**config.mk**
```make
export PLATFORM = sky130hd
export DESIGN_NAME = sorted_table_insert_delete_top
export DESIGN_NICKNAME = d
export VERILOG_FILES = /design/src/sv/stit_pkg.sv /design/src/sv/stit_ram.sv /design/src/sv/stit_ctrl.sv /design/src/sv/sorted_table_insert_delete_top.sv
export SDC_FILE = /design/constraint.sdc
export NUM_CORES = 1
export LEC_CHECK = 0
export BUFFER_PORTS_ARGS = -buffer_cell sky130_fd_sc_hd__buf_2
export CORE_MARGIN = 3
export CORE_UTILIZATION = 60
export DETAILED_ROUTE_END_ITERATION = 8
export MAX_ROUTING_LAYER = met4
export PLACE_DENSITY = 0.77
export SYNTH_ARGS = -nofsm -noshare
export SYNTH_HDL_FRONTEND = slang
export SYNTH_SLANG_ARGS = --single-unit
```
**constraint.sdc**
```tcl
create_clock -name clock -period 7.95 [get_ports clock]
set_clock_uncertainty 0.15 [all_clocks]
set_input_delay 0.3975 -clock clock [delete_from_list [all_inputs] [get_ports clock]]
set_output_delay 0.3975 -clock clock [all_outputs]
set_load 0.05 [all_outputs]
```
**src/sv/stit_pkg.sv**
```systemverilog
package stit_pkg;

   // Table depth; position and count fields are sized for it
   localparam int DEPTH = 16;

   // Entry count and position width, fixed by the result fields
   localparam int CNT_W = 5;

   // Result item is 12 bits of fields, padded to two bytes
   localparam int RSP_TDATA_W = 16;

   // Capacity register value after reset
   localparam logic [CNT_W-1:0] CAP_RESET = 5'd16;

   typedef enum logic [0:0] {
      REQ_INSERT = 1'b0,
      REQ_DELETE = 1'b1
   } req_kind_type;

   typedef enum logic [1:0] {
      STAT_DONE      = 2'd0,
      STAT_FULL      = 2'd1,
      STAT_NOT_FOUND = 2'd2
   } status_type;

   typedef enum logic [2:0] {
      ST_IDLE,
      ST_INS,
      ST_PUT,
      ST_DSCAN,
      ST_DSHIFT,
      ST_RESP
   } state_type;

   // Finished result handed from the sequencer to the output register
   typedef struct packed {
      logic [CNT_W-1:0] count_after;
      logic [CNT_W-1:0] position;
      status_type       status;
   } rsp_type;

endpackage

```
**src/sv/stit_ram.sv**
```systemverilog
module stit_ram #(
   parameter int DEPTH = 16,
   parameter int WIDTH = 32
) (
   input  logic                     clock,
   input  logic                     we,
   input  logic [$clog2(DEPTH)-1:0] waddr,
   input  logic [WIDTH-1:0]         wdata,
   input  logic [$clog2(DEPTH)-1:0] raddr,
   output logic [WIDTH-1:0]         rdata
);

   logic [WIDTH-1:0] ram_ff [DEPTH];
   logic [WIDTH-1:0] rdata_ff;

   // One write port, one registered read port
   always_ff @(posedge clock) begin
      if (we) begin
         ram_ff[waddr] <= wdata;
      end
      rdata_ff <= ram_ff[raddr];
   end

   assign rdata = rdata_ff;

endmodule

```
**src/sv/stit_ctrl.sv**
```systemverilog
module stit_ctrl #(
   parameter int KEY_WIDTH = 32
) (
   input  logic                                  clock,
   input  logic                                  reset,
   // request side
   input  logic                                  req_valid,
   output logic                                  req_ready,
   input  stit_pkg::req_kind_type                req_kind,
   input  logic [KEY_WIDTH-1:0]                  req_key,
   input  logic [stit_pkg::CNT_W-1:0]            cap,
   // table memory
   output logic                                  mem_we,
   output logic [$clog2(stit_pkg::DEPTH)-1:0]    mem_waddr,
   output logic [KEY_WIDTH-1:0]                  mem_wdata,
   output logic [$clog2(stit_pkg::DEPTH)-1:0]    mem_raddr,
   input  logic [KEY_WIDTH-1:0]                  mem_rdata,
   // finished result
   output logic                                  done_valid,
   input  logic                                  done_ready,
   output stit_pkg::rsp_type                     done_rsp
);
   import stit_pkg::*;

   localparam int AW = $clog2(DEPTH);

   state_type          state_ff, state_in;
   req_kind_type       kind_ff, kind_in;
   logic [KEY_WIDTH-1:0] key_ff, key_in;
   logic [CNT_W-1:0]   cnt_ff, cnt_in;
   logic [CNT_W-1:0]   cur_ff, cur_in;
   logic [CNT_W-1:0]   pos_ff, pos_in;
   status_type         status_ff, status_in;
   logic [CNT_W-1:0]   ucap;
   logic [CNT_W-1:0]   last_idx;
   logic               rd_ge_key;
   logic               rd_eq_key;

   // Capacity saturates at the table depth
   assign ucap = (32'(cap) > 32'(DEPTH)) ? CNT_W'(DEPTH) : cap;

   assign last_idx  = cnt_ff - CNT_W'(1);
   assign rd_ge_key = $signed(mem_rdata) >= $signed(key_ff);
   assign rd_eq_key = mem_rdata == key_ff;

   // State and working registers
   always_ff @(posedge clock) begin
      if (reset) begin
         state_ff <= ST_IDLE;
         cnt_ff   <= '0;
      end else begin
         state_ff <= state_in;
         cnt_ff   <= cnt_in;
      end
      kind_ff   <= kind_in;
      key_ff    <= key_in;
      cur_ff    <= cur_in;
      pos_ff    <= pos_in;
      status_ff <= status_in;
   end

   // Sequencer: one table entry read per cycle, shift written behind the read
   always_comb begin
      state_in   = state_ff;
      kind_in    = kind_ff;
      key_in     = key_ff;
      cnt_in     = cnt_ff;
      cur_in     = cur_ff;
      pos_in     = pos_ff;
      status_in  = status_ff;
      req_ready  = 1'b0;
      done_valid = 1'b0;
      mem_we     = 1'b0;
      mem_waddr  = AW'(cur_ff + CNT_W'(1));
      mem_wdata  = mem_rdata;
      mem_raddr  = AW'(cur_ff - CNT_W'(1));

      case (state_ff)
         ST_IDLE: begin
            req_ready = 1'b1;
            if (req_valid) begin
               kind_in = req_kind;
               key_in  = req_key;
               if (req_kind == REQ_INSERT) begin
                  if (cnt_ff >= ucap) begin
                     status_in = STAT_FULL;
                     pos_in    = cnt_ff;
                     state_in  = ST_RESP;
                  end else if (cnt_ff == '0) begin
                     mem_we    = 1'b1;
                     mem_waddr = '0;
                     mem_wdata = req_key;
                     pos_in    = '0;
                     cnt_in    = CNT_W'(1);
                     status_in = STAT_DONE;
                     state_in  = ST_RESP;
                  end else begin
                     // walk down from the top entry
                     mem_raddr = AW'(last_idx);
                     cur_in    = last_idx;
                     state_in  = ST_INS;
                  end
               end else begin
                  if (cnt_ff == '0) begin
                     status_in = STAT_NOT_FOUND;
                     pos_in    = '0;
                     state_in  = ST_RESP;
                  end else begin
                     // walk up from entry zero
                     mem_raddr = '0;
                     cur_in    = '0;
                     state_in  = ST_DSCAN;
                  end
               end
            end
         end

         ST_INS: begin
            // entries not less than the key move up by one
            mem_we = 1'b1;
            if (rd_ge_key) begin
               if (cur_ff == '0) begin
                  pos_in   = '0;
                  state_in = ST_PUT;
               end else begin
                  cur_in = cur_ff - CNT_W'(1);
               end
            end else begin
               mem_wdata = key_ff;
               pos_in    = cur_ff + CNT_W'(1);
               cnt_in    = cnt_ff + CNT_W'(1);
               status_in = STAT_DONE;
               state_in  = ST_RESP;
            end
         end

         ST_PUT: begin
            // key goes to the bottom slot
            mem_we    = 1'b1;
            mem_waddr = AW'(pos_ff);
            mem_wdata = key_ff;
            cnt_in    = cnt_ff + CNT_W'(1);
            status_in = STAT_DONE;
            state_in  = ST_RESP;
         end

         ST_DSCAN: begin
            mem_raddr = AW'(cur_ff + CNT_W'(1));
            if (rd_eq_key) begin
               pos_in    = cur_ff;
               status_in = STAT_DONE;
               if (cur_ff == last_idx) begin
                  cnt_in   = last_idx;
                  state_in = ST_RESP;
               end else begin
                  cur_in   = cur_ff + CNT_W'(1);
                  state_in = ST_DSHIFT;
               end
            end else if (cur_ff == last_idx) begin
               status_in = STAT_NOT_FOUND;
               pos_in    = cnt_ff;
               state_in  = ST_RESP;
            end else begin
               cur_in = cur_ff + CNT_W'(1);
            end
         end

         ST_DSHIFT: begin
            // close the gap: entry moves down by one
            mem_raddr = AW'(cur_ff + CNT_W'(1));
            mem_we    = 1'b1;
            mem_waddr = AW'(cur_ff - CNT_W'(1));
            if (cur_ff == last_idx) begin
               cnt_in   = last_idx;
               state_in = ST_RESP;
            end else begin
               cur_in = cur_ff + CNT_W'(1);
            end
         end

         ST_RESP: begin
            done_valid = 1'b1;
            if (done_ready) begin
               state_in = ST_IDLE;
            end
         end

         default: begin
            state_in = ST_IDLE;
         end
      endcase
   end

   assign done_rsp.status      = status_ff;
   assign done_rsp.position    = pos_ff;
   assign done_rsp.count_after = cnt_ff;

endmodule

```
**src/sv/sorted_table_insert_delete_top.sv**
```systemverilog
// Channel | Direction | Handshake          | Content
// req     | in        | req_tvalid/tready  | tuser: req_type, tdata: key
// rsp     | out       | rsp_tvalid/tready  | tdata: status, position, count_after
// csr     | in        | csr_valid/ready    | csr_data: capacity_limit
//
// The single table memory read port walks one entry per cycle, with the shift
// written behind the read; a full or empty-table case goes straight to the
// result without a walk.
// Reset (synchronous, active high) empties the table and sets capacity to 16.
// A finished item sits in the output register; the next request is taken
// while it waits, and a further result holds until rsp_tready frees it.
module sorted_table_insert_delete_top #(
   parameter int KEY_WIDTH = 32
) (
   input  logic                                clock,
   input  logic                                reset,
   input  logic                                req_tvalid,
   output logic                                req_tready,
   input  logic                                req_tuser,  // [0] req_type
   input  logic [((KEY_WIDTH+7)/8)*8-1:0]      req_tdata,  // key, zero padded
   output logic                                rsp_tvalid,
   input  logic                                rsp_tready,
   // [1:0] status, [6:2] position, [11:7] count_after, upper bits zero
   output logic [stit_pkg::RSP_TDATA_W-1:0]    rsp_tdata,
   input  logic                                csr_valid,
   output logic                                csr_ready,
   input  logic [stit_pkg::CNT_W-1:0]          csr_data
);
   import stit_pkg::*;

   localparam int AW = $clog2(DEPTH);

   logic [CNT_W-1:0]       cap_ff;
   logic                   rsp_valid_ff, rsp_valid_in;
   logic [RSP_TDATA_W-1:0] rsp_data_ff;
   logic                   mem_we;
   logic [AW-1:0]          mem_waddr;
   logic [AW-1:0]          mem_raddr;
   logic [KEY_WIDTH-1:0]   mem_wdata;
   logic [KEY_WIDTH-1:0]   mem_rdata;
   logic                   done_valid;
   logic                   done_ready;
   rsp_type                done_rsp;
   req_kind_type           req_kind;

   assign req_kind  = req_kind_type'(req_tuser);
   assign csr_ready = 1'b1;

   // Capacity register
   always_ff @(posedge clock) begin
      if (reset) begin
         cap_ff <= CAP_RESET;
      end else if (csr_valid) begin
         cap_ff <= csr_data;
      end
   end

   stit_ram #(
      .DEPTH (DEPTH),
      .WIDTH (KEY_WIDTH)
   ) u_ram (
      .clock (clock),
      .we    (mem_we),
      .waddr (mem_waddr),
      .wdata (mem_wdata),
      .raddr (mem_raddr),
      .rdata (mem_rdata)
   );

   stit_ctrl #(
      .KEY_WIDTH (KEY_WIDTH)
   ) u_ctrl (
      .clock      (clock),
      .reset      (reset),
      .req_valid  (req_tvalid),
      .req_ready  (req_tready),
      .req_kind   (req_kind),
      .req_key    (req_tdata[KEY_WIDTH-1:0]),
      .cap        (cap_ff),
      .mem_we     (mem_we),
      .mem_waddr  (mem_waddr),
      .mem_wdata  (mem_wdata),
      .mem_raddr  (mem_raddr),
      .mem_rdata  (mem_rdata),
      .done_valid (done_valid),
      .done_ready (done_ready),
      .done_rsp   (done_rsp)
   );

   // Output register
   assign done_ready = !rsp_valid_ff || rsp_tready;

   always_comb begin
      if (done_valid && done_ready) begin
         rsp_valid_in = 1'b1;
      end else if (rsp_tready) begin
         rsp_valid_in = 1'b0;
      end else begin
         rsp_valid_in = rsp_valid_ff;
      end
   end

   always_ff @(posedge clock) begin
      if (reset) begin
         rsp_valid_ff <= 1'b0;
      end else begin
         rsp_valid_ff <= rsp_valid_in;
      end
      if (done_valid && done_ready) begin
         rsp_data_ff <= RSP_TDATA_W'(done_rsp);
      end
   end

   assign rsp_tvalid = rsp_valid_ff;
   assign rsp_tdata  = rsp_data_ff;

endmodule

```
==> flow_summary.ini <==
[finish]
multi_input_area_um2 = 7732
final_cell_mix = 568 x edfxtp_1, 125 x nand2_1, 105 x mux2i_1
nets = 1941
areaGrowthSynthToFinish_pct = 12.88
drive_gt1_share_pct = 13.70
fillers = 2904
fin_util_pct = 69.53
seq_area_um2 = 17980
layout_commonest_cell = edfxtp_1

[global_routing]
grt_pass1_wl_um = 104000
antenna_found_initial = 0
grt_max_degree = 113
track_usage_pct = 30.40
grt_pass1_vias = 17070
grt_overflow = 0

[placed_design]
io_buffers = 56
finalWeightedCongestion = 0.8705
hpwl_um = 36870

[route]
drc_errors = 0
firstDrtPassIters = 5
routed-via-count = 17080
vias_per_cell = 6.880
wire_per_inst_um = 27.46
drt-total-wl_um = 68190
drt_iter0_markers = 2356
ant_nets = 0

[job]
drv_cap = 0

[setup_path]
crit_start = u_ctrl.state_ff[0]
cp_slowest_cell = inv_2
rr_endpoint = u_ram.rdata[12]
ff2ff_setup_slack_ns = 2.27
crit_top_cell = nand2_1
cp-start-kind = register
worst-path-buf-inv = 3
r2r_cells = 12
r2r-start = u_ctrl.state_ff[0]
worstPathArrival_ns = 6.03
critPathKind = reg -> reg
cp_data_required_time_ns = 8.30
crit_fanout = 112
cp.depth = 12
endpoint = u_ram.rdata[12]
end_kind = register
crit_family = buffers and inverters
critPathMaxStageDelay_ns = 0.83
crit_chain = nor2_1 -> nand2_1 -> inv_2 -> nand2_1 -> inv_2 -> nand2_1 -> a21o_1 -> nand2_8 -> buf_4 -> mux4_2 -> a211oi_1 -> o21ai_1

[synth]
syn_area_um2 = 26240
ys_ff_latch = 614
syn_avg_cell_area_um2 = 14.69
seq_area_frac_synth_pct = 68.51
async_flop_share_pct = 0
ys_types = 86
synth-edff-count = 568
synthCells = 1786
synth.area.top_cells = edfxtp_1 65%, mux2i_1 4.0%, dfxtp_1 3.5%, mux4_2 2.7%, a221o_1 2.4%
yosysWarnings = 0
synth_top_cell_by_area = edfxtp_1
yosysTopAreaCellShare_pct = 65.00
synthFlopType = edfxtp_1

[worst_hold_path]
hp-class = in -> reg

[cts]
holdBufCountCts = 49
htree_levels = 2
cts_tree = built
clock-sinks = 614
root_buffer = clkbuf_16
cts_setup_buffers = 0
clockBufferDepth = 3
cts.clk_slew.worst_paths_ns = 0.07
cts_buffers = 59
ctsResizeCount = 0
clock_latency_ns = 0.63

[floorplan]
start_util_pct = 61.59
dieHeight_um = 215.1
rows = 75
io_pins = 62
core_area_um2 = 42600
dieArea_um2 = 46280
die_x_um = 215.1

[timing]
relSlewSlack_pct = 10.52
tns_ns = 0
worstMarginPinSlew_ns = 1.339
maxSlewViolCount = 0
fin_crit_sh_pct = 71.43
fmax_ghz = 0.1761
finalHoldViolations = 0
period_needed_ns = 5.678
setup_viol = 0
rsz0062_at_grt = false

[run_status]
outcome = finished clean
## worst register-to-register path, stage by stage (launching register included)
cell      delay [ns]
dfxtp_1         0.56
nor2_1          0.34
nand2_1         0.15
inv_2           0.65
nand2_1         0.27
inv_2           0.83
nand2_1         0.18
a21o_1          0.28
nand2_8         0.75
buf_4           0.51
mux4_2          0.55
a211oi_1        0.25
o21ai_1         0.10
## kinds of logic (layout without fill, tap and decap cells)
group                    count (synthesis)  after routing  synth area share, %
flip-flops                             614            614                68.51
AO/OA/AOI/OAI                          428            428                12.37
AND/OR/NAND/NOR                        365            365                6.714
buffers and inverters                  182            298                2.909
multiplexers                           139            139                6.838
adder cells (fa/ha/maj)                 42             42                2.003
XOR/XNOR                                14             14               0.6294
other                                    2              6              0.02862
## state kept, by name, indices dropped and copies added (netlist names)
register	flops
u_ctrl.key_ff	32
u_ctrl.status_ff	2
u_ctrl.pos_ff	5
rsp_tvalid	1
u_ctrl.cnt_ff	5
u_ram.ram_ff	512
u_ram.rdata	32
u_ctrl.cur_ff	5
cap_ff	5
rsp_tdata	12
u_ctrl.state_ff	3
## worst min path at each step
| stage | start | cells after the start | slack, ns | to |
|---|---|---|---|---|
| 2_1_floorplan | u_ctrl.status_ff[0] | 0 | 0.25 | rsp_tdata[0] |
| 3_3_place_gp | u_ctrl.status_ff[1] | 0 | 0.26 | rsp_tdata[1] |
| 3_5_place_dp | u_ctrl.status_ff[0] | 0 | 0.27 | rsp_tdata[0] |
| 4_1_cts | req_tuser | 3 | 0.15 | u_ctrl.status_ff[1] |
| 5_1_grt | req_tuser | 3 | 0.19 | u_ctrl.status_ff[1] |
| 6_report | req_tuser | 3 | 0.18 | u_ctrl.status_ff[1] |
## area by class of cell
type,instances,share of cell area [%]
timing repair buffer,140,3.531
antenna,1,0.008448
clock buffer,73,5.403
multi-input combinational,993,26.10
sequential,614,60.69
tap,577,2.437
inverter,48,0.6083
clock inverter,37,1.217
## layer usage
| layer | track usage [%] | vias up | share of wire (%) |
|---|---|---|---|
| met5 | - | - | 0 |
| met4 | 11.10 | 0 | 3.4 |
| met3 | 5.085 | 169 | 10 |
| met2 | 46.67 | 1092 | 47 |
| met1 | 41.72 | 8530 | 39 |
| li1 | - | 7293 | - |
## per-stage QoR
stage          cells  worst slack, ns  hold WS, ns  instance area (µm²)
2_1_floorplan   1789            3.527       0.2503                26250
3_3_place_gp    2323            2.601       0.2567                27170
3_5_place_dp    2323            2.432       0.2673                27170
4_1_cts         2482            2.405       0.1471                29620
5_1_grt         2482            1.930       0.1858                29620
6_report        2483            2.272       0.1823                29620
## synthesized netlist by cell type (12+ instances only)
library cell  number
dfxtp_1           46
and3_1            35
nor3_1            15
inv_1             46
a21oi_1           32
a32o_1            31
edfxtp_1         568
nand4_1           12
o21ai_1           62
ha_1              42
mux2i_1          105
a2111oi_0         65
nand2_1          125
nand3_1           79
buf_2             21
o21ai_0           61
clkbuf_1          89
mux4_2            32
a221o_1           64
buf_1             12
a211oi_1          33
nor2_1            59
Power is left out: the tool's default activity adds up to more than one toggle a clock period on the data nets, which glitch-free logic cannot reach.
